### src/rtl/core/bfcd_pkg.sv
// Shared types, constants and register codes of the block frame change detector.
package bfcd_pkg;

  localparam int CHAN_W      = 8;
  localparam int COORD_W     = 12;
  localparam int DIM_W       = 13;
  localparam int TS_W        = 9;
  localparam int CIT_W       = 8;
  localparam int COUNT_W     = 17;
  localparam int SCORE_W     = 17;
  localparam int TILES       = 256;
  localparam int TILE_IDX_W  = $clog2(TILES);
  localparam int QUEUE_DEPTH = 4;
  localparam int QLEVEL_W    = $clog2(QUEUE_DEPTH + 1);
  localparam int CFG_IDX_W   = 3;
  localparam int CFG_DATA_W  = 17;

  localparam logic [DIM_W-1:0]   MAX_DIM     = DIM_W'(4096);
  localparam logic [TS_W-1:0]    TS_MIN      = TS_W'(16);
  localparam logic [TS_W-1:0]    TS_MAX      = TS_W'(256);
  localparam logic [SCORE_W-1:0] SCORE_ONE   = SCORE_W'(65536);
  localparam logic [COUNT_W-1:0] COUNT_MAX   = {COUNT_W{1'b1}};
  localparam int                 ROUND_HALF  = 32768;
  localparam int                 SCORE_FRAC  = 16;

  localparam logic [CFG_IDX_W-1:0] REG_FRAME_WIDTH  = CFG_IDX_W'(0);
  localparam logic [CFG_IDX_W-1:0] REG_FRAME_HEIGHT = CFG_IDX_W'(1);
  localparam logic [CFG_IDX_W-1:0] REG_TILE_SIZE    = CFG_IDX_W'(2);
  localparam logic [CFG_IDX_W-1:0] REG_THRESHOLD    = CFG_IDX_W'(3);
  localparam logic [CFG_IDX_W-1:0] REG_MIN_SCORE    = CFG_IDX_W'(4);

  typedef struct packed {
    logic [CHAN_W-1:0] old_red;
    logic [CHAN_W-1:0] old_green;
    logic [CHAN_W-1:0] old_blue;
    logic [CHAN_W-1:0] new_red;
    logic [CHAN_W-1:0] new_green;
    logic [CHAN_W-1:0] new_blue;
  } pix_item_t;

  typedef struct packed {
    logic [COORD_W-1:0] tile_left;
    logic [COORD_W-1:0] tile_top;
    logic [DIM_W-1:0]   tile_right;
    logic [DIM_W-1:0]   tile_bottom;
    logic [COUNT_W-1:0] changed_pixels;
    logic               tile_dirty;
    logic               frame_done;
  } tile_item_t;

  // Settings held already saturated into their working ranges
  typedef struct packed {
    logic [DIM_W-1:0]   frame_width;
    logic [DIM_W-1:0]   frame_height;
    logic [TS_W-1:0]    tile_size;
    logic [CHAN_W-1:0]  channel_threshold;
    logic [SCORE_W-1:0] min_score_q16;
  } cfg_t;

  // Completed tile on its way from the counting front to the scoring back
  typedef struct packed {
    logic [COORD_W-1:0] left;
    logic [COORD_W-1:0] top;
    logic [DIM_W-1:0]   right;
    logic [DIM_W-1:0]   bottom;
    logic [COUNT_W-1:0] count;
    logic               frame_done;
  } tile_rec_t;

endpackage

### src/rtl/core/bfcd_ram.sv
// Generic single-write, single-read RAM with registered read data.
module bfcd_ram #(
  parameter int WIDTH = 8,
  parameter int DEPTH = 16
) (
  input  logic                     clk,
  input  logic                     we,
  input  logic [$clog2(DEPTH)-1:0] waddr,
  input  logic [WIDTH-1:0]         wdata,
  input  logic [$clog2(DEPTH)-1:0] raddr,
  output logic [WIDTH-1:0]         rdata
);

  logic [WIDTH-1:0] mem [DEPTH];

  always_ff @(posedge clk) begin
    if (we) begin
      mem[waddr] <= wdata;
    end
    rdata <= mem[raddr];
  end

endmodule

### src/rtl/core/bfcd_front.sv
// Front part: pixel acceptance, change test, raster counters and per-column counts.
module bfcd_front (
  input  logic                               clk,
  input  logic                               rst,
  input  bfcd_pkg::cfg_t                     cfg,
  input  logic                               pix_valid,
  output logic                               pix_stall,
  input  bfcd_pkg::pix_item_t                pix,
  input  logic [bfcd_pkg::QLEVEL_W-1:0]      q_level,
  output logic                               push,
  output bfcd_pkg::tile_rec_t                rec
);
  import bfcd_pkg::*;

  logic [COORD_W-1:0]    pixel_column, pixel_line;
  logic [CIT_W-1:0]      column_in_tile, line_in_tile;
  logic [TILE_IDX_W-1:0] tile_column_index;

  logic                  accept;
  logic                  changed, line_end, frame_end, tcol_end, trow_end, line_last;
  logic [DIM_W-1:0]      col_inc, line_inc;
  logic [TS_W-1:0]       cit_inc, lit_inc;
  logic [COORD_W-1:0]    left, top;

  logic                  s1_vld, s1_changed, s1_emit;
  logic [TILE_IDX_W-1:0] s1_idx;
  tile_rec_t             s1_rec;

  logic                  last_vld;
  logic [TILE_IDX_W-1:0] last_idx;
  logic [COUNT_W-1:0]    last_val;
  logic [TILES-1:0]      entry_valid;

  logic [COUNT_W-1:0]    rdata, base, incr, wdata;

  function automatic logic over_thr(logic [CHAN_W-1:0] a, logic [CHAN_W-1:0] b,
                                    logic [CHAN_W-1:0] thr);
    logic [CHAN_W-1:0] d;
    d = (a > b) ? a - b : b - a;
    return d > thr;
  endfunction

  // Leave room for the tile that may still sit in the count stage
  assign pix_stall = q_level >= QLEVEL_W'(QUEUE_DEPTH - 1);
  assign accept    = pix_valid && !pix_stall;

  always_comb begin
    changed   = over_thr(pix.old_red,   pix.new_red,   cfg.channel_threshold) ||
                over_thr(pix.old_green, pix.new_green, cfg.channel_threshold) ||
                over_thr(pix.old_blue,  pix.new_blue,  cfg.channel_threshold);
    col_inc   = {1'b0, pixel_column} + DIM_W'(1);
    line_inc  = {1'b0, pixel_line} + DIM_W'(1);
    cit_inc   = {1'b0, column_in_tile} + TS_W'(1);
    lit_inc   = {1'b0, line_in_tile} + TS_W'(1);
    line_end  = col_inc >= cfg.frame_width;
    line_last = line_inc >= cfg.frame_height;
    frame_end = line_end && line_last;
    tcol_end  = line_end || (cit_inc >= cfg.tile_size);
    trow_end  = line_last || (lit_inc >= cfg.tile_size);
    left      = ({4'b0, column_in_tile} > pixel_column) ? '0
                : pixel_column - {4'b0, column_in_tile};
    top       = ({4'b0, line_in_tile} > pixel_line) ? '0
                : pixel_line - {4'b0, line_in_tile};
  end

  // Raster counters and count-stage registers
  always_ff @(posedge clk) begin
    if (rst) begin
      pixel_column      <= '0;
      pixel_line        <= '0;
      column_in_tile    <= '0;
      line_in_tile      <= '0;
      tile_column_index <= '0;
      s1_vld            <= 1'b0;
    end else begin
      s1_vld <= accept;
      if (accept) begin
        if (line_end) begin
          pixel_column      <= '0;
          column_in_tile    <= '0;
          tile_column_index <= '0;
          if (frame_end) begin
            pixel_line   <= '0;
            line_in_tile <= '0;
          end else begin
            pixel_line   <= line_inc[COORD_W-1:0];
            line_in_tile <= (lit_inc >= cfg.tile_size) ? '0 : lit_inc[CIT_W-1:0];
          end
        end else begin
          pixel_column <= col_inc[COORD_W-1:0];
          if (tcol_end) begin
            column_in_tile <= '0;
            if (tile_column_index != TILE_IDX_W'(TILES - 1)) begin
              tile_column_index <= tile_column_index + TILE_IDX_W'(1);
            end
          end else begin
            column_in_tile <= cit_inc[CIT_W-1:0];
          end
        end
      end
    end
  end

  always_ff @(posedge clk) begin
    if (accept) begin
      s1_changed        <= changed;
      s1_emit           <= tcol_end && trow_end;
      s1_idx            <= tile_column_index;
      s1_rec.left       <= left;
      s1_rec.top        <= top;
      s1_rec.right      <= col_inc;
      s1_rec.bottom     <= line_inc;
      s1_rec.count      <= '0;
      s1_rec.frame_done <= frame_end;
    end
  end

  bfcd_ram #(
    .WIDTH (COUNT_W),
    .DEPTH (TILES)
  ) u_counts (
    .clk   (clk),
    .we    (s1_vld),
    .waddr (s1_idx),
    .wdata (wdata),
    .raddr (tile_column_index),
    .rdata (rdata)
  );

  // Forward the latest write; an entry never written reads as zero
  always_comb begin
    if (last_vld && last_idx == s1_idx) begin
      base = last_val;
    end else if (entry_valid[s1_idx]) begin
      base = rdata;
    end else begin
      base = '0;
    end
    incr  = (s1_changed && base != COUNT_MAX) ? base + COUNT_W'(1) : base;
    wdata = s1_emit ? '0 : incr;
  end

  always_ff @(posedge clk) begin
    if (rst) begin
      last_vld    <= 1'b0;
      entry_valid <= '0;
    end else if (s1_vld) begin
      last_vld            <= 1'b1;
      entry_valid[s1_idx] <= 1'b1;
    end
  end

  always_ff @(posedge clk) begin
    if (s1_vld) begin
      last_idx <= s1_idx;
      last_val <= wdata;
    end
  end

  always_comb begin
    rec       = s1_rec;
    rec.count = incr;
  end

  assign push = s1_vld && s1_emit;

endmodule

### config.mk
export PLATFORM = sky130hd
export DESIGN_NAME = bfcd_front
export DESIGN_NICKNAME = d
export VERILOG_FILES = /design/src/rtl/core/bfcd_pkg.sv /design/src/rtl/core/bfcd_ram.sv /design/src/rtl/core/bfcd_front.sv
export SDC_FILE = /design/constraint.sdc
export NUM_CORES = 2
export LEC_CHECK = 0
export BUFFER_PORTS_ARGS = -buffer_cell sky130_fd_sc_hd__buf_4
export CORE_ASPECT_RATIO = 1.5
export CORE_MARGIN = 4
export CORE_UTILIZATION = 40
export DETAILED_ROUTE_END_ITERATION = 12
export GPL_ROUTABILITY_DRIVEN = 0
export SYNTH_ARGS = -nofsm -noshare
export SYNTH_HDL_FRONTEND = slang
export SYNTH_MEMORY_MAX_BITS = 65536
export SYNTH_SLANG_ARGS = --single-unit
### constraint.sdc
create_clock -name clk -period 18.59 [get_ports clk]
set_input_delay 1.859 -clock clk [delete_from_list [all_inputs] [get_ports clk]]
set_output_delay 1.859 -clock clk [all_outputs]
set_load 0.02 [all_outputs]
==> metrics.md <==
| Metric | Value |
|---|---|
| Status | finished clean |
| 1st-pass router iterations | 7 |
| Register area share after synthesis | between 70% and 80% |
| Clk Latency, worst-skew pair | a little under 1000 ps |
| Final setup violation count | 0 |
| Flops & latches, synth | 4761 |
| Grt ovf | 0 |
| Initial Utilization | between 40% and 50% |
| Commonest non-fill, non-tap cell in the layout | edfxtp_1 |
| Avg WL per Cell | 31.9 um |
| Syn Area/Cell | 22.0 um^2 |
| CTS tree | done |
| Area leader, netlist | edfxtp_1 |
| First-pass GRT wire length | 695000 um |
| H-tree depth | 5 |
| Pin count of the biggest net entering global routing | roughly 260 |
| Post-Syn Nets | approximately 9000 |
| Core ar. | roughly 460000 um^2 |
| Final hold viol count | 0 |
| Layout area overhead | 13.1% |
| Fillers | 38200 |
| Worst-path maximum fanout | 30 |
| DR iter-0 viols | 9668 |
| Max-Cap Viols | 0 |
| Die H | 844 um |
| Vias | a little under 90000 |
| Hold crit path type | reg -> reg |
| Synth Instances | between 8000 and 9000 |
| F_max | 101 MHz |
| Chip width | 566 um |
| CTS resizes | 0 |
| DRT Wirelength | 493000 um |
| Yosys top cell area share | a little under three quarters |
| Final slew viol count | 0 |
| CP Capture Type | output port |
| Post-DP HPWL | roughly 290000 um |
| Layout cells sized above 1 | 31.3% |
| PortBufs | 166 |
| Vias in the first global route | around 93000 |
| Setup_tns | 0 ps |
| Worst-margin pin slew | 1430 ps |
| GR Util All Layers | 20.4% |
| Sink Count | 4761 |
| Placed cell count | 14638 |
| Minimum clock period | between 9000 and 10000 ps |
| Leading cell types in the layout, fill and taps excluded | edfxtp_1 (4438), mux4_2 (1481), buf_4 (430), clkbuf_16 (421), dfxtp_1 (315) |
| PD cells | 98.0 nW/um^2 |
| Async set-reset flop share out of synthesis | 0% |
| FF-to-FF Start | s1_idx[0]$_DFFE_PP_ |
| Req. time, crit path | roughly 17000 ps |
| Leak | ~65 nW |
| CTS Hold Bufs | 0 |
| Critical path startpoint category | flop |
| Maximum VDD drop | 0.0000823 V |
| Total Power | 0.0207 W |
| Top cells by area, synth | edfxtp_1 (71%), mux4_2 (18%), dfxtp_1 (3.5%), o21a_1 (0.93%), ha_1 (0.91%) |
| Die area | 477000 um^2 |
| Root Driver | clkbuf_16 |
| CTS buffer count | 409 |
| I/O pin cnt | about 180 |
| Initial antenna violation count | 48 |
| Final period util | 53.4% |
| Most common flop cell mapped by yosys | edfxtp_1 |
| Synth unique cells | 83 |
| Non-Filler Instances | 15462 |
| Clock Tree Buf Depth | 4 |
| Worst setup path startpoint | s1_idx[0]$_DFFE_PP_ |
| Net count, final | 9147 |
| Worst EP arrival | 8070 ps |
| # Post-CTS Setup Buffers | 0 |
| Final Skew | a little under 80 ps |
| Clock transition at path regs | about 70 ps |
| Critical path class | reg -> out |
| Cell Area, Synth | 187000 um^2 |
| Routed Antenna Nets | 0 |
| EDFF count, synth | 4438 |
| Remaining DRCs | 0 |
| Hold Startpoint | column_in_tile[7]$_SDFFE_PP0P_ |
| RSZ-0062 raised after global routing | false |
| Row cnt | 306 |
| Warnings, synthesis | 0 |
| Via density | around 5.8 |
| Max-slew headroom | 4.78% |
-- critical path, cell delays in order (launching register included) --
cell,delay [ps]
edfxtp_1,350
buf_4,410
buf_4,590
mux4_2,590
a22o_1,250
a221oi_1,670
o22ai_1,190
o41ai_2,650
a21oi_2,130
buf_4,290
a22oi_4,190
inv_1,70
ha_1,240
nor4bb_1,170
ha_1,200
nand2b_1,210
a211oi_2,430
o21ai_2,200
inv_1,150
a221oi_2,100
nor3_1,660
buf_4,270
-- path summary, 6_finish.rpt --
| kind | end | slack, ps | cells past startpoint |
|---|---|---|---|
| worst max register to register | u_counts.mem[73][5]$_DFFE_PP_ | 9440 | 22 |
| worst max-delay path | rec[6] | 8660 | 21 |
| worst min register to register | column_in_tile[7]$_SDFFE_PP0P_ | 460 | 2 |
| worst min-delay path | column_in_tile[7]$_SDFFE_PP0P_ | 460 | 2 |
-- metal layers --
| layer | share of wire [%] | track usage (%) |
|---|---|---|
| met3 | 6.7 | 2.99 |
| met5 | 0.018 | 0 |
| met1 | 36 | 25.0 |
| met4 | 5.1 | 9.30 |
| met2 | 52 | 35.5 |
-- power by group --
group          switching, W  leakage, nW  internal, W
clock               0.00388         6.68      0.00491
combinational      0.000193         14.5    0.0000921
sequential       0.00000629         43.5       0.0116
-- Yosys cell counts, types with 8 or more instances --
cell / count
a21oi_1: 88
fa_1: 8
buf_1: 47
clkbuf_1: 300
a31oi_1: 16
nand3_1: 74
mux2_2: 14
xor2_1: 27
o21a_1: 232
nor2_1: 388
dfxtp_1: 323
buf_2: 88
ha_1: 136
and3_1: 29
mux2i_1: 69
nand3b_1: 13
a22oi_1: 25
inv_1: 138
xnor2_1: 43
a22o_1: 15
o21ai_0: 68
a21o_1: 37
nand2_1: 119
nor2b_1: 25
nand4_1: 13
nand2b_1: 21
or3_1: 9
nor3_1: 52
edfxtp_1: 4438
mux4_2: 1481
and2_1: 18
-- flip-flops by register name, summed over array words and instances, names as in the netlist --
name,cells
pixel_line,12
last_vld,1
u_counts.rdata,17
s1_emit,1
entry_valid,256
tile_column_index,8
s1_idx,8
s1_changed,1
column_in_tile,8
s1_vld,1
pixel_column,12
rec,51
line_in_tile,8
last_idx,8
last_val,17
u_counts.mem,4352
-- cell type report --
cell class	instances	area, um^2	area share, %
multi-input cells	3137	45700	21.7
repair buffers	441	3450	1.63
flip-flops and latches	4761	140000	66.2
well taps	6160	7710	3.65
clock inverters	241	2610	1.24
diodes	70	175	0.0830
inverters	139	531	0.251
clock buffers	513	11000	5.23
-- kinds of logic after synthesis --
| group | count (synthesis) | synth area share [%] |
|---|---|---|
| xor gates and xnor gates | 71 | 0.337 |
| DFF | 4761 | 74.9 |
| AOI/OAI and AO/OA | 557 | 2.11 |
| and+or+nand+nor | 800 | 1.96 |
| muxes | 1565 | 18.4 |
| adders and majority gates | 144 | 0.998 |
| buffers and inverters | 588 | 1.32 |
-- stage by stage --
stage               area, um^2  setup slack, ps  util [%]  hold WS, ps
floorplan               187000             5200         -          406
global placement        197000             9870      42.5          440
detailed placement      197000             9600      42.5          446
CTS                     211000             8800      45.5          455
global route            211000             8400      45.5          472
finish                  211000             8660      45.5          457
Power figures use the tool's default switching activity.
