### src/rtl/core/bfcd_pkg.sv
// Shared types, constants and register codes of the block frame change detector.
package bfcd_pkg;

  localparam int CHAN_W      = 8;
  localparam int COORD_W     = 12;
  localparam int DIM_W       = 13;
  localparam int TS_W        = 9;
  localparam int CIT_W       = 8;
  localparam int COUNT_W     = 17;
  localparam int SCORE_W     = 17;
  localparam int TILES       = 256;
  localparam int TILE_IDX_W  = $clog2(TILES);
  localparam int QUEUE_DEPTH = 4;
  localparam int QLEVEL_W    = $clog2(QUEUE_DEPTH + 1);
  localparam int CFG_IDX_W   = 3;
  localparam int CFG_DATA_W  = 17;

  localparam logic [DIM_W-1:0]   MAX_DIM     = DIM_W'(4096);
  localparam logic [TS_W-1:0]    TS_MIN      = TS_W'(16);
  localparam logic [TS_W-1:0]    TS_MAX      = TS_W'(256);
  localparam logic [SCORE_W-1:0] SCORE_ONE   = SCORE_W'(65536);
  localparam logic [COUNT_W-1:0] COUNT_MAX   = {COUNT_W{1'b1}};
  localparam int                 ROUND_HALF  = 32768;
  localparam int                 SCORE_FRAC  = 16;

  localparam logic [CFG_IDX_W-1:0] REG_FRAME_WIDTH  = CFG_IDX_W'(0);
  localparam logic [CFG_IDX_W-1:0] REG_FRAME_HEIGHT = CFG_IDX_W'(1);
  localparam logic [CFG_IDX_W-1:0] REG_TILE_SIZE    = CFG_IDX_W'(2);
  localparam logic [CFG_IDX_W-1:0] REG_THRESHOLD    = CFG_IDX_W'(3);
  localparam logic [CFG_IDX_W-1:0] REG_MIN_SCORE    = CFG_IDX_W'(4);

  typedef struct packed {
    logic [CHAN_W-1:0] old_red;
    logic [CHAN_W-1:0] old_green;
    logic [CHAN_W-1:0] old_blue;
    logic [CHAN_W-1:0] new_red;
    logic [CHAN_W-1:0] new_green;
    logic [CHAN_W-1:0] new_blue;
  } pix_item_t;

  typedef struct packed {
    logic [COORD_W-1:0] tile_left;
    logic [COORD_W-1:0] tile_top;
    logic [DIM_W-1:0]   tile_right;
    logic [DIM_W-1:0]   tile_bottom;
    logic [COUNT_W-1:0] changed_pixels;
    logic               tile_dirty;
    logic               frame_done;
  } tile_item_t;

  // Settings held already saturated into their working ranges
  typedef struct packed {
    logic [DIM_W-1:0]   frame_width;
    logic [DIM_W-1:0]   frame_height;
    logic [TS_W-1:0]    tile_size;
    logic [CHAN_W-1:0]  channel_threshold;
    logic [SCORE_W-1:0] min_score_q16;
  } cfg_t;

  // Completed tile on its way from the counting front to the scoring back
  typedef struct packed {
    logic [COORD_W-1:0] left;
    logic [COORD_W-1:0] top;
    logic [DIM_W-1:0]   right;
    logic [DIM_W-1:0]   bottom;
    logic [COUNT_W-1:0] count;
    logic               frame_done;
  } tile_rec_t;

endpackage

### src/rtl/core/bfcd_back.sv
// Back part: tile area, rounded score limit and the result register.
module bfcd_back (
  input  logic                          clk,
  input  logic                          rst,
  input  logic [bfcd_pkg::SCORE_W-1:0]  min_score_q16,
  input  logic                          q_empty,
  input  bfcd_pkg::tile_rec_t           q_head,
  output logic                          q_pop,
  output logic                          tile_valid,
  input  logic                          tile_stall,
  output bfcd_pkg::tile_item_t          tile
);
  import bfcd_pkg::*;

  localparam int AREA_W = 2 * TS_W;
  localparam int PROD_W = COUNT_W + SCORE_W;
  localparam int SUM_W  = PROD_W + 1;
  localparam int LIM_W  = SUM_W - SCORE_FRAC;

  logic               advance;
  logic [DIM_W-1:0]   dx_full, dy_full;
  logic [AREA_W-1:0]  area_full;
  logic [PROD_W-1:0]  prod;
  logic [SUM_W-1:0]   sum;

  logic               b1_vld, b2_vld;
  tile_rec_t          b1_rec, b2_rec;
  logic [COUNT_W-1:0] b1_area;
  logic [LIM_W-1:0]   b2_limit;

  // Hold every stage while the result waits to be taken
  assign advance = !(tile_valid && tile_stall);
  assign q_pop   = advance && !q_empty;

  always_comb begin
    dx_full   = q_head.right - {1'b0, q_head.left};
    dy_full   = q_head.bottom - {1'b0, q_head.top};
    area_full = dx_full[TS_W-1:0] * dy_full[TS_W-1:0];
    prod      = PROD_W'(b1_area) * PROD_W'(min_score_q16);
    sum       = SUM_W'(prod) + SUM_W'(ROUND_HALF);
  end

  always_ff @(posedge clk) begin
    if (rst) begin
      b1_vld     <= 1'b0;
      b2_vld     <= 1'b0;
      tile_valid <= 1'b0;
    end else if (advance) begin
      b1_vld     <= !q_empty;
      b2_vld     <= b1_vld;
      tile_valid <= b2_vld;
    end
  end

  always_ff @(posedge clk) begin
    if (advance) begin
      b1_rec              <= q_head;
      b1_area             <= area_full[COUNT_W-1:0];
      b2_rec              <= b1_rec;
      b2_limit            <= sum[SUM_W-1:SCORE_FRAC];
      tile.tile_left      <= b2_rec.left;
      tile.tile_top       <= b2_rec.top;
      tile.tile_right     <= b2_rec.right;
      tile.tile_bottom    <= b2_rec.bottom;
      tile.changed_pixels <= b2_rec.count;
      tile.tile_dirty     <= LIM_W'(b2_rec.count) > b2_limit;
      tile.frame_done     <= b2_rec.frame_done;
    end
  end

endmodule

### config.mk
export PLATFORM = sky130hd
export DESIGN_NAME = bfcd_back
export DESIGN_NICKNAME = d
export VERILOG_FILES = /design/src/rtl/core/bfcd_pkg.sv /design/src/rtl/core/bfcd_back.sv
export SDC_FILE = /design/constraint.sdc
export NUM_CORES = 1
export LEC_CHECK = 0
export ABC_AREA = 1
export BUFFER_PORTS_ARGS = -buffer_cell sky130_fd_sc_hd__buf_2
export CAP_MARGIN = 20
export CORE_MARGIN = 2
export CORE_UTILIZATION = 62
export DETAILED_ROUTE_END_ITERATION = 8
export MAX_ROUTING_LAYER = met4
export PLACE_DENSITY = 0.86
export SKIP_CTS_REPAIR_TIMING = 1
export SYNTH_ARGS = -nofsm -noshare
export SYNTH_HDL_FRONTEND = slang
export SYNTH_SLANG_ARGS = --single-unit
export TNS_END_PERCENT = 100
### constraint.sdc
create_clock -name clk -period 17.1 [get_ports clk]
set_clock_uncertainty 0.2 [all_clocks]
set_input_delay 4.275 -clock clk [delete_from_list [all_inputs] [get_ports clk]]
set_output_delay 4.275 -clock clk [all_outputs]
set_load 0.02 [all_outputs]
==> results.py, run 1 <==
metrics = {
    "drt": {
        "remaining_drc_errors": 0,
        "first_pass_iters": 6,
        "vias": 15500,
        "routedWlPerCell_um": 16.2,
        "finalWirelength_mm": 46.9,
        "drtIter0Drc": 1341,
        "ant_nets": 0,
        "avgViaCountPerCell": 5.34,
    },
    "setup_path": {
        "worstPathArrival_ns": 5.17,
        "crit_path_start_kind": "input port",
        "end_kind": "output pin",
        "cp_data_required_time_ns": 12.62,
        "r2r-start": "b1_area[11]",
        "path_class": "input port to output pin",
        "critPathMaxFanout": 24,
        "startpoint": "tile_stall",
    },
    "logic_synthesis": {
        "ys_ff_latch": 244,
        "yosysWarnings": 0,
        "yosys.cell_types.count": 41,
        "ys_seq_area_frac": 0.336,
        "synth.avg_cell_area_um2": 9.45,
        "yosysMostFrequentCell": "inv_1",
        "syn-cell-area_um2": 21700,
        "yosysTopAreaCell": "edfxtp_1",
        "synth_nets": 2849,
        "ys_top_cells_by_count": "inv_1, nand2_1, fa_1",
        "syn_inst": 2295,
        "async_flop_share": 0,
        "synth_edf_count": 241,
        "synth_top_cell_area_share": 0.334,
        "ys.flop_type": "edfxtp_1",
        "synthTopCellsByArea": "edfxtp_1, fa_1, inv_1",
    },
    "timing": {
        "timing_hold_violations_final": 0,
        "rsz0062_at_grt": "no",
        "worst_slack_ns": 7.45,
        "finalSetupTns_ns": 0,
        "maxSlewViolCount": 0,
        "period_share": 0.564,
        "slew_headroom": 0.328,
        "hold_ws_ns": 0.215,
        "setup_viol": 0,
        "fmax_mhz": 104,
        "worst_pin_slew_ns": 1.01,
        "period_needed_ns": 9.65,
    },
    "floorplanning": {
        "die_w_um": 191,
        "pin_count": 160,
        "coreArea_um2": 34500,
        "die_area_um2": 36500,
        "placementRows": 68,
        "die_h_um": 191,
        "start_util": 0.629,
    },
    "global_routing": {
        "grt_first_pass_wirelength_mm": 77.2,
        "grt_pass1_vias": 16500,
        "grt_max_degree": 96,
        "gr-total-overflow": 0,
        "grt.total_usage": 0.275,
        "antenna_found_initial": 6,
    },
    "clock_network": {
        "ctsHtreeMaxLevel": 1,
        "clk_transition_reported_paths_ns": 0.06,
        "clock_tree.buffer_depth": 3,
        "cts_inserted_buffers": 25,
        "cts_sinks": 244,
        "insertion_delay_ns": 0.54,
        "tritoncts": "yes",
        "cts_root_buf": "clkbuf_16",
    },
    "worst_hold_path": {
        "hold_start": "b2_rec[38]",
        "hp-class": "flip-flop to flip-flop",
    },
    "finish": {
        "finalNetCount": 2970,
        "drive_above_1_share": 0.0941,
        "stdcell_count": 2895,
        "syn2layout_area_growth_pct": 9.27,
    },
    "placed_design": {
        "pre_cts_ws_ns": 6.72,
        "gp_congestion": 0.936,
        "dpl.hpwl_mm": 36.4,
        "dp_cells": 2843,
        "io_buffers": 159,
    },
    "job": {
        "drv_cap": 0,
    },
    "outcome": {
        "status": "finished clean",
    },
}
metrics by stage:
stage,cell area (um2),util
floorplan,21700,-
global placement,22800,0.662
detailed placement,22800,0.662
CTS,23700,0.687
global route,23700,0.688
finish,23700,0.688
cell usage in the layout, fill, tap and decap left out, types with 7 or more instances in the layout:
| cell | synthesis | final |
|---|---|---|
| o21bai_1 | 7 | 7 |
| edfxtp_1 | 241 | 241 |
| fa_1 | 276 | 276 |
| xor2_1 | 17 | 17 |
| nand3_1 | 37 | 37 |
| a21oi_1 | 56 | 56 |
| nand2_2 | 7 | 7 |
| inv_1 | 641 | 641 |
| nor2_1 | 97 | 97 |
| nand2_1 | 563 | 562 |
| nor3_1 | 10 | 10 |
| o21ai_0 | 31 | 31 |
| buf_2 | 0 | 159 |
| ha_1 | 189 | 189 |
| clkbuf_16 | 0 | 25 |
per-layer routing:
metal  GRT usage  wire, um
met3      0.0457      3730
met2       0.474     24100
met5           -         0
met4       0.112      1780
met1       0.320     17300
state kept, by name (all words and copies together), names as in the netlist:
register and flops:
tile_valid 1, b2_rec 68, b1_area 17, b1_rec 68, b2_vld 1, b1_vld 1
tile 69, b2_limit 19
critical path, stage by stage:
cell and delay [ns]:
buf_2 0.11, nand2_4 0.04, buf_4 0.29, inv_1 0.14, nor2_1 0.13, buf_2 0.18
logic make-up (layout without fill, tap and decap cells):
family	after synthesis	after routing	synth area share
AOI/OAI and AO/OA	109	109	0.0288
xor gates and xnor gates	27	27	0.0123
adders and majority gates	465	465	0.364
buffers and inverters	713	852	0.124
DFF	244	244	0.336
other	0	6	0
and+or+nand+nor	737	737	0.135
final cells by class:
class | count | area, um2
multi-input combinational | 1338 | 11700
fill | 2389 | 10800
sequential | 244 | 7300
inverter | 644 | 2420
timing repair buffer | 163 | 846
clock buffer | 32 | 662
tap | 455 | 569
clock inverter | 13 | 178
antenna | 6 | 15.0
worst paths after layout:
| check | endpoint | slack (ns) | depth (start not counted) |
|---|---|---|---|
| setup / recovery | q_pop | 7.45 | 6 |
| hold / removal | tile[39] | 0.22 | 0 |
| setup reg to reg | b2_limit[12] | 10.90 | 18 |
| hold reg to reg | tile[39] | 0.22 | 0 |
Power of run 1 is not shown: default switching activity piles up to over one toggle a cycle in this logic, so the estimate is an artifact.
==> run 2, diff against run 1 <==
- clock period: 17.1 -> 8.9 ns (I/O delays scaled with it)
==> run 2 against run 1 <==
Against the previous run: worst hold slack better by 0.0027 ns; wire length is 1.4% higher; register-to-register slack worse by 8.3 ns; clock-buffer cell count is 4 higher; critical path depth is 17 higher; setup slack worse by 6.0 ns; sequential cell count stayed put; via count is 1.8% lower.
==> results.py, run 2 (synthesis results as in run 1) <==
metrics = {
    "worst_hold_path": {
        "hp-class": "flip-flop to flip-flop",
    },
    "drt": {
        "remaining_drc_errors": 0,
        "finalWirelength_mm": 47.6,
        "vias": 15200,
        "avgViaCountPerCell": 5.23,
        "routedWlPerCell_um": 16.4,
        "ant_nets": 0,
        "drtIter0Drc": 1197,
        "first_pass_iters": 6,
    },
    "finish": {
        "final_common_cell": "inv_1",
        "finalNetCount": 2970,
        "syn2layout_area_growth_pct": 9.00,
        "largest_reg_flops": 69,
        "final_cell_mix": "inv_1, nand2_1, fa_1, edfxtp_1, ha_1",
        "top_register": "tile",
        "drive_above_1_share": 0.0924,
        "top_regs": "tile x69, b1_rec x68, b2_rec x68",
        "n_fill_cell": 2538,
        "final_area_um2": 23600,
    },
    "setup_path": {
        "path_class": "input port to flip-flop",
        "worstPathArrival_ns": 7.52,
        "critPathMaxFanout": 17,
        "cp_slowest_cell": "fa_1",
        "crit_chain": "buf_2 -> nand2_1 -> fa_1 -> inv_1 -> fa_1 -> inv_1 -> fa_1 -> inv_1 -> fa_1 -> fa_1 -> inv_1 -> fa_1 -> inv_1 -> ha_1 -> nand2_1 -> inv_1 -> a21oi_1 -> a21boi_0 -> nand2_2 -> nand2_1 -> nand2_1 -> nand2_1 -> nand2_1",
        "cp_data_required_time_ns": 8.98,
        "crit_path_start_kind": "input port",
        "cp_slowest_stage_delay_ns": 0.56,
        "end_kind": "flip-flop",
    },
    "clock_network": {
        "cts_root_buf": "clkbuf_16",
        "clk_transition_reported_paths_ns": 0.06,
        "cts_sinks": 244,
        "insertion_delay_ns": 0.54,
        "tritoncts": "yes",
        "clock_tree.buffer_depth": 3,
        "cts_inserted_buffers": 25,
        "ctsHtreeMaxLevel": 1,
    },
    "floorplanning": {
        "start_util": 0.629,
        "die_w_um": 191,
        "coreArea_um2": 34500,
        "placementRows": 68,
        "pin_count": 160,
        "die_h_um": 191,
        "die_area_um2": 36500,
    },
    "global_routing": {
        "antenna_found_initial": 8,
        "gr-total-overflow": 0,
        "grt_max_degree": 114,
        "grt.total_usage": 0.281,
        "grt_pass1_vias": 15900,
        "grt_first_pass_wirelength_mm": 77.9,
    },
    "timing": {
        "setup_viol": 0,
        "worst_pin_slew_ns": 0.948,
        "slew_headroom": 0.368,
        "finalSetupTns_ns": 0,
        "period_share": 0.837,
        "rsz0062_at_grt": "no",
        "period_needed_ns": 7.45,
        "maxSlewViolCount": 0,
        "timing_hold_violations_final": 0,
        "fmax_mhz": 134,
    },
    "job": {
        "drv_cap": 0,
    },
    "placed_design": {
        "gp_congestion": 0.945,
        "io_buffers": 159,
        "dpl.hpwl_mm": 37.1,
        "place_area_um2": 22800,
    },
    "outcome": {
        "status": "finished clean",
    },
}
-- run 2: cell types whose count changed in the layout (fill, tap and decap cells not counted), moves of 2 or more --
cell,change
diode_2,+3
bufinv_16,-2
clkinv_2,-3
clkbuf_1,+5
-- run 2: layout make-up --
| type | instances | area (um2) | share of cell area |
|---|---|---|---|
| Clock buffer | 36 | 667 | 0.0282 |
| Clock inverter | 10 | 119 | 0.00503 |
| Tap cell | 455 | 569 | 0.0241 |
| Inverter | 644 | 2420 | 0.102 |
| Sequential cell | 244 | 7300 | 0.309 |
| Timing Repair Buffer | 163 | 826 | 0.0349 |
| Multi-Input combinational cell | 1338 | 11700 | 0.496 |
| Antenna cell | 9 | 22.5 | 0.000953 |
-- run 2: metrics by stage --
| stage | hold WS, ns | util | worst slack (ns) | std cells |
|---|---|---|---|---|
| floorplan | 0.200 | - | 0.489 | 2295 |
| global placement | 0.200 | 0.663 | 0.966 | 2844 |
| detailed placement | 0.205 | 0.663 | 0.925 | 2844 |
| CTS | 0.219 | 0.686 | 1.48 | 2890 |
| global route | 0.223 | 0.686 | 1.13 | 2898 |
| finish | 0.218 | 0.686 | 1.45 | 2899 |
-- run 2: path summary, 6_finish.rpt --
| check | cells after the start | to | slack, ns | startpoint |
|---|---|---|---|---|
| worst max-delay path | 23 | b2_limit[17] | 1.45 | min_score_q16[9] |
| worst min-delay path | 0 | b2_rec[7] | 0.22 | b1_rec[7] |
| worst max register to register | 20 | b2_limit[3] | 2.59 | b1_area[11] |
| worst min register to register | 0 | b2_rec[7] | 0.22 | b1_rec[7] |
-- run 2: worst max-delay path, delay by kind of cell --
family,cells,cell delay [ns]
compound gates,2,0.52
buf+inv,7,0.68
simple gates,7,0.78
fa+ha+maj,7,3.31
-- run 2: routing by layer --
metal | up-vias | global-route usage | wire length [um] | share of wire
li1 | 7083 | - | - | -
met1 | 7344 | 0.338 | 18400 | 0.39
met2 | 618 | 0.479 | 24100 | 0.51
met3 | 130 | 0.0483 | 3560 | 0.075
met4 | 0 | 0.101 | 1510 | 0.032
met5 | - | - | 0 | 0
Power of run 2 is left out for the same reason.
