===== config.mk =====
export PLATFORM = sky130hd
export DESIGN_NAME = bfcd_queue
export DESIGN_NICKNAME = d
export VERILOG_FILES = /design/src/rtl/core/bfcd_pkg.sv /design/src/rtl/core/bfcd_queue.sv
export SDC_FILE = /design/constraint.sdc
export NUM_CORES = 1
export LEC_CHECK = 0
export BUFFER_PORTS_ARGS = -buffer_cell sky130_fd_sc_hd__buf_4
export CORE_MARGIN = 2
export CORE_UTILIZATION = 55
export DETAILED_ROUTE_END_ITERATION = 8
export PLACE_DENSITY = 0.78
export SETUP_SLACK_MARGIN = 0.05
export SYNTH_ARGS = -nofsm -noshare
export SYNTH_HDL_FRONTEND = slang
export SYNTH_SLANG_ARGS = --single-unit

===== constraint.sdc =====
create_clock -name clk -period 2.85 [get_ports clk]
set_input_delay 0.1425 -clock clk [delete_from_list [all_inputs] [get_ports clk]]
set_output_delay 0.1425 -clock clk [all_outputs]
set_load 0.02 [all_outputs]

===== src/rtl/core/bfcd_pkg.sv =====
// Shared types, constants and register codes of the block frame change detector.
package bfcd_pkg;

  localparam int CHAN_W      = 8;
  localparam int COORD_W     = 12;
  localparam int DIM_W       = 13;
  localparam int TS_W        = 9;
  localparam int CIT_W       = 8;
  localparam int COUNT_W     = 17;
  localparam int SCORE_W     = 17;
  localparam int TILES       = 256;
  localparam int TILE_IDX_W  = $clog2(TILES);
  localparam int QUEUE_DEPTH = 4;
  localparam int QLEVEL_W    = $clog2(QUEUE_DEPTH + 1);
  localparam int CFG_IDX_W   = 3;
  localparam int CFG_DATA_W  = 17;

  localparam logic [DIM_W-1:0]   MAX_DIM     = DIM_W'(4096);
  localparam logic [TS_W-1:0]    TS_MIN      = TS_W'(16);
  localparam logic [TS_W-1:0]    TS_MAX      = TS_W'(256);
  localparam logic [SCORE_W-1:0] SCORE_ONE   = SCORE_W'(65536);
  localparam logic [COUNT_W-1:0] COUNT_MAX   = {COUNT_W{1'b1}};
  localparam int                 ROUND_HALF  = 32768;
  localparam int                 SCORE_FRAC  = 16;

  localparam logic [CFG_IDX_W-1:0] REG_FRAME_WIDTH  = CFG_IDX_W'(0);
  localparam logic [CFG_IDX_W-1:0] REG_FRAME_HEIGHT = CFG_IDX_W'(1);
  localparam logic [CFG_IDX_W-1:0] REG_TILE_SIZE    = CFG_IDX_W'(2);
  localparam logic [CFG_IDX_W-1:0] REG_THRESHOLD    = CFG_IDX_W'(3);
  localparam logic [CFG_IDX_W-1:0] REG_MIN_SCORE    = CFG_IDX_W'(4);

  typedef struct packed {
    logic [CHAN_W-1:0] old_red;
    logic [CHAN_W-1:0] old_green;
    logic [CHAN_W-1:0] old_blue;
    logic [CHAN_W-1:0] new_red;
    logic [CHAN_W-1:0] new_green;
    logic [CHAN_W-1:0] new_blue;
  } pix_item_t;

  typedef struct packed {
    logic [COORD_W-1:0] tile_left;
    logic [COORD_W-1:0] tile_top;
    logic [DIM_W-1:0]   tile_right;
    logic [DIM_W-1:0]   tile_bottom;
    logic [COUNT_W-1:0] changed_pixels;
    logic               tile_dirty;
    logic               frame_done;
  } tile_item_t;

  // Settings held already saturated into their working ranges
  typedef struct packed {
    logic [DIM_W-1:0]   frame_width;
    logic [DIM_W-1:0]   frame_height;
    logic [TS_W-1:0]    tile_size;
    logic [CHAN_W-1:0]  channel_threshold;
    logic [SCORE_W-1:0] min_score_q16;
  } cfg_t;

  // Completed tile on its way from the counting front to the scoring back
  typedef struct packed {
    logic [COORD_W-1:0] left;
    logic [COORD_W-1:0] top;
    logic [DIM_W-1:0]   right;
    logic [DIM_W-1:0]   bottom;
    logic [COUNT_W-1:0] count;
    logic               frame_done;
  } tile_rec_t;

endpackage


===== src/rtl/core/bfcd_queue.sv =====
// Short queue of completed tiles between the front and back parts.
module bfcd_queue (
  input  logic                          clk,
  input  logic                          rst,
  input  logic                          push,
  input  bfcd_pkg::tile_rec_t           push_data,
  input  logic                          pop,
  output bfcd_pkg::tile_rec_t           head,
  output logic                          empty,
  output logic [bfcd_pkg::QLEVEL_W-1:0] level
);
  import bfcd_pkg::*;

  localparam int PTR_W = $clog2(QUEUE_DEPTH);

  tile_rec_t        slots [QUEUE_DEPTH];
  logic [PTR_W-1:0] wptr, rptr;
  logic             do_pop;

  assign empty  = level == '0;
  assign do_pop = pop && !empty;
  assign head   = slots[rptr];

  always_ff @(posedge clk) begin
    if (rst) begin
      wptr  <= '0;
      rptr  <= '0;
      level <= '0;
    end else begin
      if (push) begin
        wptr <= wptr + PTR_W'(1);
      end
      if (do_pop) begin
        rptr <= rptr + PTR_W'(1);
      end
      level <= level + QLEVEL_W'(push) - QLEVEL_W'(do_pop);
    end
  end

  always_ff @(posedge clk) begin
    if (push) begin
      slots[wptr] <= push_data;
    end
  end

endmodule


==> results of run 1 <==
layout make-up:
class	count	area, um2	area share
Clock buffer	36	752	0.0568
Clock inverter	12	108	0.00812
Inverter	5	18.8	0.00142
Multi-Input combinational cell	97	1800	0.136
Sequential cell	281	8360	0.631
Tap cell	234	293	0.0221
Timing Repair Buffer	222	1920	0.145
cells in the mapped netlist (all sizes together):
| library cell | instances |
|---|---|
| mux2 | 3 |
| xnor2 | 1 |
| o311ai | 1 |
| inv | 5 |
| buf | 12 |
| mux4 | 68 |
| xnor3 | 1 |
| nor2b | 3 |
| dfxtp | 9 |
| ha | 6 |
| mux2i | 1 |
| clkbuf | 5 |
| o31a | 1 |
| and2 | 4 |
| edfxtp | 272 |
| nor3 | 1 |
| nor2 | 6 |
| fa | 1 |
tightest hold or removal path, cell delays in order:
cell	delay, ps
buf_4	110
o311ai_0	120
mux2_2	180
state kept, by name, indices dropped and copies added, names as in the netlist, named ones only:
name and count:
slots 272, level 3, wptr 2, rptr 2
cell usage in the layout, fill, tap and decap left out, types with 2 or more instances in the layout:
cell type	count
dfxtp_4	2
clkbuf_1	7
ha_1	6
clkbuf_16	29
mux4_2	68
edfxtp_1	272
buf_4	146
dfxtp_1	7
inv_1	5
nor2_1	6
clkinv_1	4
clkinv_2	5
dlygate4sd3_1	70
mux2_2	3
and2_4	4
nor2b_1	3
bufinv_16	2
buf_12	6
per-stage QoR:
| stage | hold slack, ps | total power, uW | instances | util | cell area (um2) |
|---|---|---|---|---|---|
| finish | 72.2 | 10600 | 887 | 0.715 | 13200 |
| global route | 83.1 | 11000 | 887 | 0.715 | 13200 |
| CTS | 63.8 | 10700 | 887 | 0.715 | 13200 |
| detailed placement | 345 | 7240 | 769 | 0.631 | 11700 |
| global placement | 340 | 7180 | 769 | 0.631 | 11700 |
| floorplan | 241 | 6430 | 400 | - | 10300 |
worst max-delay path by stage:
stage,startpoint,endpoint,slack [ps]
floorplan,wptr[0],slots[0][0],280
global placement,level[1],level[2],950
detailed placement,level[1],level[2],890
CTS,flip-flop,head[53],380
global route,flip-flop,head[53],310
finish,flip-flop,head[53],460
power groups by stage:
stage,logic (uW),registers [uW],clock network (uW)
after floorplan,1500,4930,0
after global placement,2180,5010,0
after detailed placement,2210,5030,0
after CTS,2310,4940,3490
after global routing,2410,4960,3650
final,2280,4940,3420
kinds of logic after synthesis:
family	synth area share
AOI/OAI and AO/OA	0.00170
xor gates and xnor gates	0.00304
adders and majority gates	0.00923
buffers and inverters	0.0154
DFF	0.811
muxes	0.153
and+or+nand+nor	0.00693
what timing repair did:
item	4_1_cts	5_1_grt
endpoints found under the hold margin	277	0
gates resized for setup	0	0
hold buffers	70	0
per-layer routing:
| layer | up-vias | wire length (um) |
|---|---|---|
| li1 | 2176 | - |
| met1 | 2509 | 7570 |
| met2 | 167 | 9400 |
| met3 | 29 | 1130 |
| met4 | 0 | 338 |
| met5 | - | 0 |
==> impl_metrics.toml, run 1 <==
[cells_and_area]
diodes = 0
finalNetCount = 714
fillCellCount = 1061
layout-drive-gt1-share = 0.407
area_growth_pct = 28.6

[critical_path]
max_stage_delay_ps = 640
worst-path-buf-inv = 2
worst-endpoint-required_ps = 2710
ff2ff_setup_slack_ps = 880
worstPathArrival_ps = 2250
reg2regPathDepth = 8
r2r_end = "level[2]"
crit_type = "reg -> out"
critical-path-slowest-cell = "dfxtp_4"
cp.depth = 3
critical-path-top-delay-family = "flip-flops"
worst_path_most_repeated_cell = "buf_4"
crit_chain = "buf_4, mux4_2, buf_4"
end_kind = "primary output"
worst-path-max-fanout = 23
rr_startpoint = "level[1]"
cp-start-kind = "flip-flop"

[global_routing]
grt_use_met3 = 0.0363
grtUsageTotal = 0.189
grt-busiest-layer = "met2"
grt_use_met1 = 0.260
antenna_found_initial = 0
grt.overflow.total = 0
met2_usage = 0.317
grt_pass1_wl_um = 28600
grt_start_max_net_pins = 44
grt_pass1_vias = 5217

[drt]
drt-total-wl_um = 18400
firstDrtPassIters = 4
drc_errors = 0
wl_per_cell_um = 20.8
routed_via_density = 5.50
dr_total_vias = 4881
ant_nets = 0
drtIter0Drc = 348

[cts]
post-cts-setup-buffer-count = 0
cts_buffer_depth = 3
clk_latency_ps = 520
cts_tree = "built"
cts_inserted_buffers = 28
cts.reportedPaths.clkPinSlew_ps = 60
clkSinkCount = 281
htreeDepth = 1
cts_root_buf = "clkbuf_16"

[yosys]
synth_seq_cells = 281
yosysWarnings = 0
synth_area_um2 = 10300
yosysUniqueCellTypes = 21
syn_inst = 400
synth_nets = 479
synth_area_leaders = "edfxtp_1 (79%), mux4_2 (15%), dfxtp_1 (1.7%)"
synthDominantCellAreaShare = 0.793
netlist.top_cell.by_area = "edfxtp_1"
ys_seq_area_frac = 0.811
syn_area_per_cell_um2 = 25.7

[timing]
finalCriticalPeriod_ps = 2390
setup-violations-final = 0
setup_slack_ps = 461
slew_headroom = 0.548
hold_violations = 0
tightest_slew_ps = 678
clock_skew_ps = 8.35
finalMaxSlewViolations = 0
finalSetupTns_ps = 0
rsz0062_at_grt = "no"
timing.fmax_mhz = 419
finalCritPeriodShare = 0.838

[pwr]
swShare = 0.250
clkPwrFrac = 0.322
p_int_uw = 7970
peakVddDrop_mv = 0.572
switchingPower_uw = 2660
power_density_nw_per_um2 = 803
p_seq_frac = 0.464
pwr-share-comb = 0.214
p_leak_uw = 0.00455

[placed_design]
numPortBuffers = 143
preCtsSetupSlack_ps = 892
hpwl_um = 10600
place_congestion = 0.708

[floorplanning]
die_area_um2 = 19800
io_pins = 144
rows = 50
start_util = 0.556
core_area_um2 = 18500
die_h_um = 141
die-width_um = 141

[hold_path]
min_from = "pop"
hold_depth = 3
hp-class = "in -> reg"
hold_path_end = "rptr[1]"

[run]
cap_violations = 0

[status]
outcome = "completed"
Note: power is estimated with default switching activity, not from simulation.
==> inputs of run 2 (changes only) <==
==> constraint.sdc (replaced) <==
create_clock -name clk -period 2.5 [get_ports clk]
set_input_delay 0.125 -clock clk [delete_from_list [all_inputs] [get_ports clk]]
set_output_delay 0.125 -clock clk [all_outputs]
set_load 0.02 [all_outputs]
==> impl_metrics.toml, run 2 (synthesis results as in run 1) <==
[cells_and_area]
final_common_cell = "edfxtp_1"
regMostFlops = "slots"
diodes = 0
mostFrequentLayoutCells = "edfxtp_1 (272), buf_4 (150), dlygate4sd3_1 (71), mux4_2 (68), clkbuf_16 (29)"
layout-drive-gt1-share = 0.413
top_regs = "slots (272), level (3)"
multiInputGateArea_um2 = 1800
post-route-util = 0.721
finalNetCount = 720
largest_reg_flops = 272
fillCellCount = 1099
area_growth_pct = 29.6
seqCellArea_um2 = 8360

[cts]
cts_buffer_depth = 3
cts_hold_buf = 71
cts_resized = 0
cts_tree = "built"
post-cts-setup-buffer-count = 0
clk_latency_ps = 520
cts_root_buf = "clkbuf_16"
cts_inserted_buffers = 28
clkSinkCount = 281
htreeDepth = 1
cts.reportedPaths.clkPinSlew_ps = 60

[placed_design]
hpwl_um = 11400
preCtsSetupSlack_ps = 516
place_congestion = 0.722
numPortBuffers = 143

[timing]
tightest_slew_ps = 524
finalSetupTns_ps = 0
finalMaxSlewViolations = 0
setup-violations-final = 0
finalCriticalPeriod_ps = 2110
clock_skew_ps = 5.38
setup_slack_ps = 391
finalCritPeriodShare = 0.843
slew_headroom = 0.646
hold_violations = 0
timing.fmax_mhz = 474
rsz0062_at_grt = "no"

[global_routing]
grt_pass1_vias = 5249
antenna_found_initial = 0
grt_pass1_wl_um = 29000
grtUsageTotal = 0.192
grt_start_max_net_pins = 38
grt.overflow.total = 0

[critical_path]
ff2ff_setup_slack_ps = 520
crit_chain = "buf_4, mux4_2, buf_4"
r2r_end = "level[2]"
crit_type = "reg -> out"
cp-start-kind = "flip-flop"
worst-path-max-fanout = 20
worst_path_most_repeated_cell = "buf_4"
worstPathArrival_ps = 1980
critical-path-slowest-cell = "dfxtp_4"
end_kind = "primary output"
worst-endpoint-required_ps = 2380
max_stage_delay_ps = 560
rr_startpoint = "level[1]"
crit_path_end = "head[49]"
reg2regPathDepth = 8

[drt]
firstDrtPassIters = 4
drtIter0Drc = 277
wl_per_cell_um = 21.1
drt-total-wl_um = 18900
dr_total_vias = 4876
drc_errors = 0
ant_nets = 0
routed_via_density = 5.45

[pwr]
total_power_uw = 12300
p_leak_uw = 0.00460
peakVddDrop_mv = 0.715
power_density_nw_per_um2 = 918

[floorplanning]
die_area_um2 = 19800
core_area_um2 = 18500
io_pins = 144
start_util = 0.556
die-width_um = 141
rows = 50
die_h_um = 141

[hold_path]
hp-class = "in -> reg"

[status]
outcome = "completed"

[run]
cap_violations = 0
-- run 2: changes by cell type in the layout (fill, tap and decap cells not counted) --
| cell | change |
|---|---|
| clkinv_1 | +2 |
| clkinvlp_4 | -1 |
| buf_4 | +4 |
| clkbuf_1 | -2 |
| buf_12 | +1 |
| clkinv_4 | +2 |
| dlygate4sd3_1 | +1 |
| bufinv_16 | +1 |
-- run 2: area by class of cell --
cell class / instances / share of cell area
multi-input cells: 97 / 0.135
flip-flops and latches: 281 / 0.626
well taps: 234 / 0.0219
repair buffers: 228 / 0.148
clock inverters: 16 / 0.0116
inverters: 5 / 0.00141
clock buffers: 34 / 0.0558
-- run 2: layer usage --
metal,wire (um),vias up,share of wire,track usage
met3,1090,29,0.058,0.0394
met5,0,-,0,0
met2,9640,164,0.51,0.324
met1,7860,2501,0.42,0.262
met4,320,0,0.017,0.0495
li1,-,2182,-,-
-- run 2: worst min path at each step --
stage | start | endpoint | slack (ps) | cells after the start
CTS | pop | rptr[0] | 90 | 3
global placement | push_data[37] | slots[1][37] | 320 | 1
floorplan | push_data[0] | slots[0][0] | 220 | 0
detailed placement | push_data[57] | slots[2][57] | 330 | 1
global route | pop | rptr[1] | 120 | 3
finish | pop | rptr[1] | 100 | 3
-- run 2: through the flow --
step / hold slack (ps) / cell area [um2] / instances
3_5_place_dp: 330 / 11700 / 774
3_3_place_gp: 323 / 11700 / 774
5_1_grt: 116 / 13300 / 895
2_1_floorplan: 224 / 10300 / 400
4_1_cts: 85.2 / 13300 / 895
6_report: 101 / 13300 / 895
-- run 2: report_power, final --
group	leakage, uW	switching [uW]	total (uW)	internal, uW
combinational	0.00159	1330	2680	1350
clock	0.000443	1610	4030	2410
sequential	0.00257	116	5550	5430
total	0.00460	3060	12300	9200
-- run 2: critical path: cells and delay by family (launching register included) --
kind	cells	cell delay (ps)
mux	1	370
buf+inv	2	520
flops	1	560
==> inputs of run 3 (changes only) <==
--- a/config.mk
+++ b/config.mk
@@ -7,9 +7,9 @@
 export LEC_CHECK = 0
 export BUFFER_PORTS_ARGS = -buffer_cell sky130_fd_sc_hd__buf_4
 export CORE_MARGIN = 2
-export CORE_UTILIZATION = 55
+export CORE_UTILIZATION = 51
 export DETAILED_ROUTE_END_ITERATION = 8
-export PLACE_DENSITY = 0.78
+export PLACE_DENSITY = 0.76
 export SETUP_SLACK_MARGIN = 0.05
 export SYNTH_ARGS = -nofsm -noshare
 export SYNTH_HDL_FRONTEND = slang
==> constraint.sdc (replaced) <==
create_clock -name clk -period 1.9 [get_ports clk]
set_input_delay 0.095 -clock clk [delete_from_list [all_inputs] [get_ports clk]]
set_output_delay 0.095 -clock clk [all_outputs]
set_load 0.02 [all_outputs]
==> impl_metrics.toml, run 3 (synthesis results as in run 1) <==
[placed_design]
numPortBuffers = 143
place_congestion = 0.698
hpwl_um = 11000
preCtsSetupSlack_ps = 35.7

[timing]
hold_ws_ps = 71.1
hold_violations = 0
timing.fmax_mhz = 497
setup_slack_ps = -113
rsz0062_at_grt = "yes"
clock_skew_ps = 13.9
tightest_slew_ps = 547
slew_headroom = 0.631
finalCriticalPeriod_ps = 2010
setup-violations-final = 69
finalMaxSlewViolations = 0
finalCritPeriodShare = 1.06

[pwr]
power_density_nw_per_um2 = 1270
peakVddDrop_mv = 1.44
p_leak_uw = 0.00493
total_power_uw = 18000

[cells_and_area]
final_common_cell = "edfxtp_1"
top_regs = "slots (272), level (3)"
area_growth_pct = 37.9
post-route-util = 0.723
mostFrequentLayoutCells = "edfxtp_1 (272), buf_4 (81), dlygate4sd3_1 (70), mux4_2 (68), buf_6 (68)"
finalNetCount = 736
regMostFlops = "slots"
fillCellCount = 1109
diodes = 0
largest_reg_flops = 272
layout-drive-gt1-share = 0.445

[drt]
drtIter0Drc = 334
drc_errors = 0
ant_nets = 0
wl_per_cell_um = 22.8
drt-total-wl_um = 21500
routed_via_density = 5.41
firstDrtPassIters = 4
dr_total_vias = 5106

[floorplanning]
rows = 51
core_area_um2 = 19700
io_pins = 144
die_area_um2 = 21300
start_util = 0.524
die-width_um = 146
die_h_um = 146

[hold_path]
hp-class = "in -> reg"

[critical_path]
end_kind = "primary output"
crit_type = "reg -> out"
worst-endpoint-required_ps = 1800
ff2ff_setup_slack_ps = -20
cp-start-kind = "flip-flop"
worst-path-max-fanout = 7
worstPathArrival_ps = 1920

[cts]
cts_tree = "built"
clkSinkCount = 281
cts_inserted_buffers = 28
cts_buffer_depth = 3
htreeDepth = 1
clk_latency_ps = 530
cts.reportedPaths.clkPinSlew_ps = 60
cts_root_buf = "clkbuf_16"

[global_routing]
grtUsageTotal = 0.200
antenna_found_initial = 0
grt_start_max_net_pins = 37
grt_pass1_vias = 5568
grt_pass1_wl_um = 32200
grt.overflow.total = 0

[status]
violations = "setup timing"
outcome = "finished, violations left"

[run]
cap_violations = 0
run 3: worst paths after layout:
kind,startpoint,endpoint,cells after the start
min reg2reg,wptr[1],wptr[1],2
min,pop,rptr[1],3
max,flip-flop,head[22],4
max reg2reg,level[2],level[2],8
run 3: layer usage:
layer  routed length (um)  vias to the layer above  global-route usage
met3                 1170                       25              0.0331
li1                     -                     2229                   -
met2                10900                      179               0.344
met5                    0                        -                   0
met4                  404                        0              0.0476
met1                 9080                     2673               0.272
run 3: stage by stage:
step	cell area, um2	TNS (ps)	cells
finish	14200	-5270	944
global route	14200	-9160	944
floorplan	10300	0	400
detailed placement	11900	0	807
CTS	14100	-7250	940
global placement	11900	0	807
run 3: cell type report:
class,count,area (um2),share of cell area
Multi-Input combinational cell,97,1810,0.127
Clock inverter,20,289,0.0204
Sequential cell,281,8360,0.589
Inverter,5,18.8,0.00132
Tap cell,265,332,0.0233
Timing Repair Buffer,244,2660,0.187
Clock buffer,32,737,0.0519
run 3: worst max-delay path, cell delays in order, from the launching register on:
cell	delay, ps
dfxtp_4	390
buf_12	150
buf_16	150
mux4_2	550
buf_6	160
run 3: timing repair:
item                       4_1_cts  5_1_grt
setup buffers                    4        1
hold buffers                    70        0
setup endpoints to repair       69       70
hold endpoints to repair       279        0
gates resized for setup         77        3
pin swaps                        1        1
cloned                           7        3
run 3: report_power, final:
part | internal (uW) | total (uW) | switching, uW
clock | 3740 | 5980 | 2230
combinational | 2610 | 4750 | 2140
sequential | 7150 | 7290 | 136
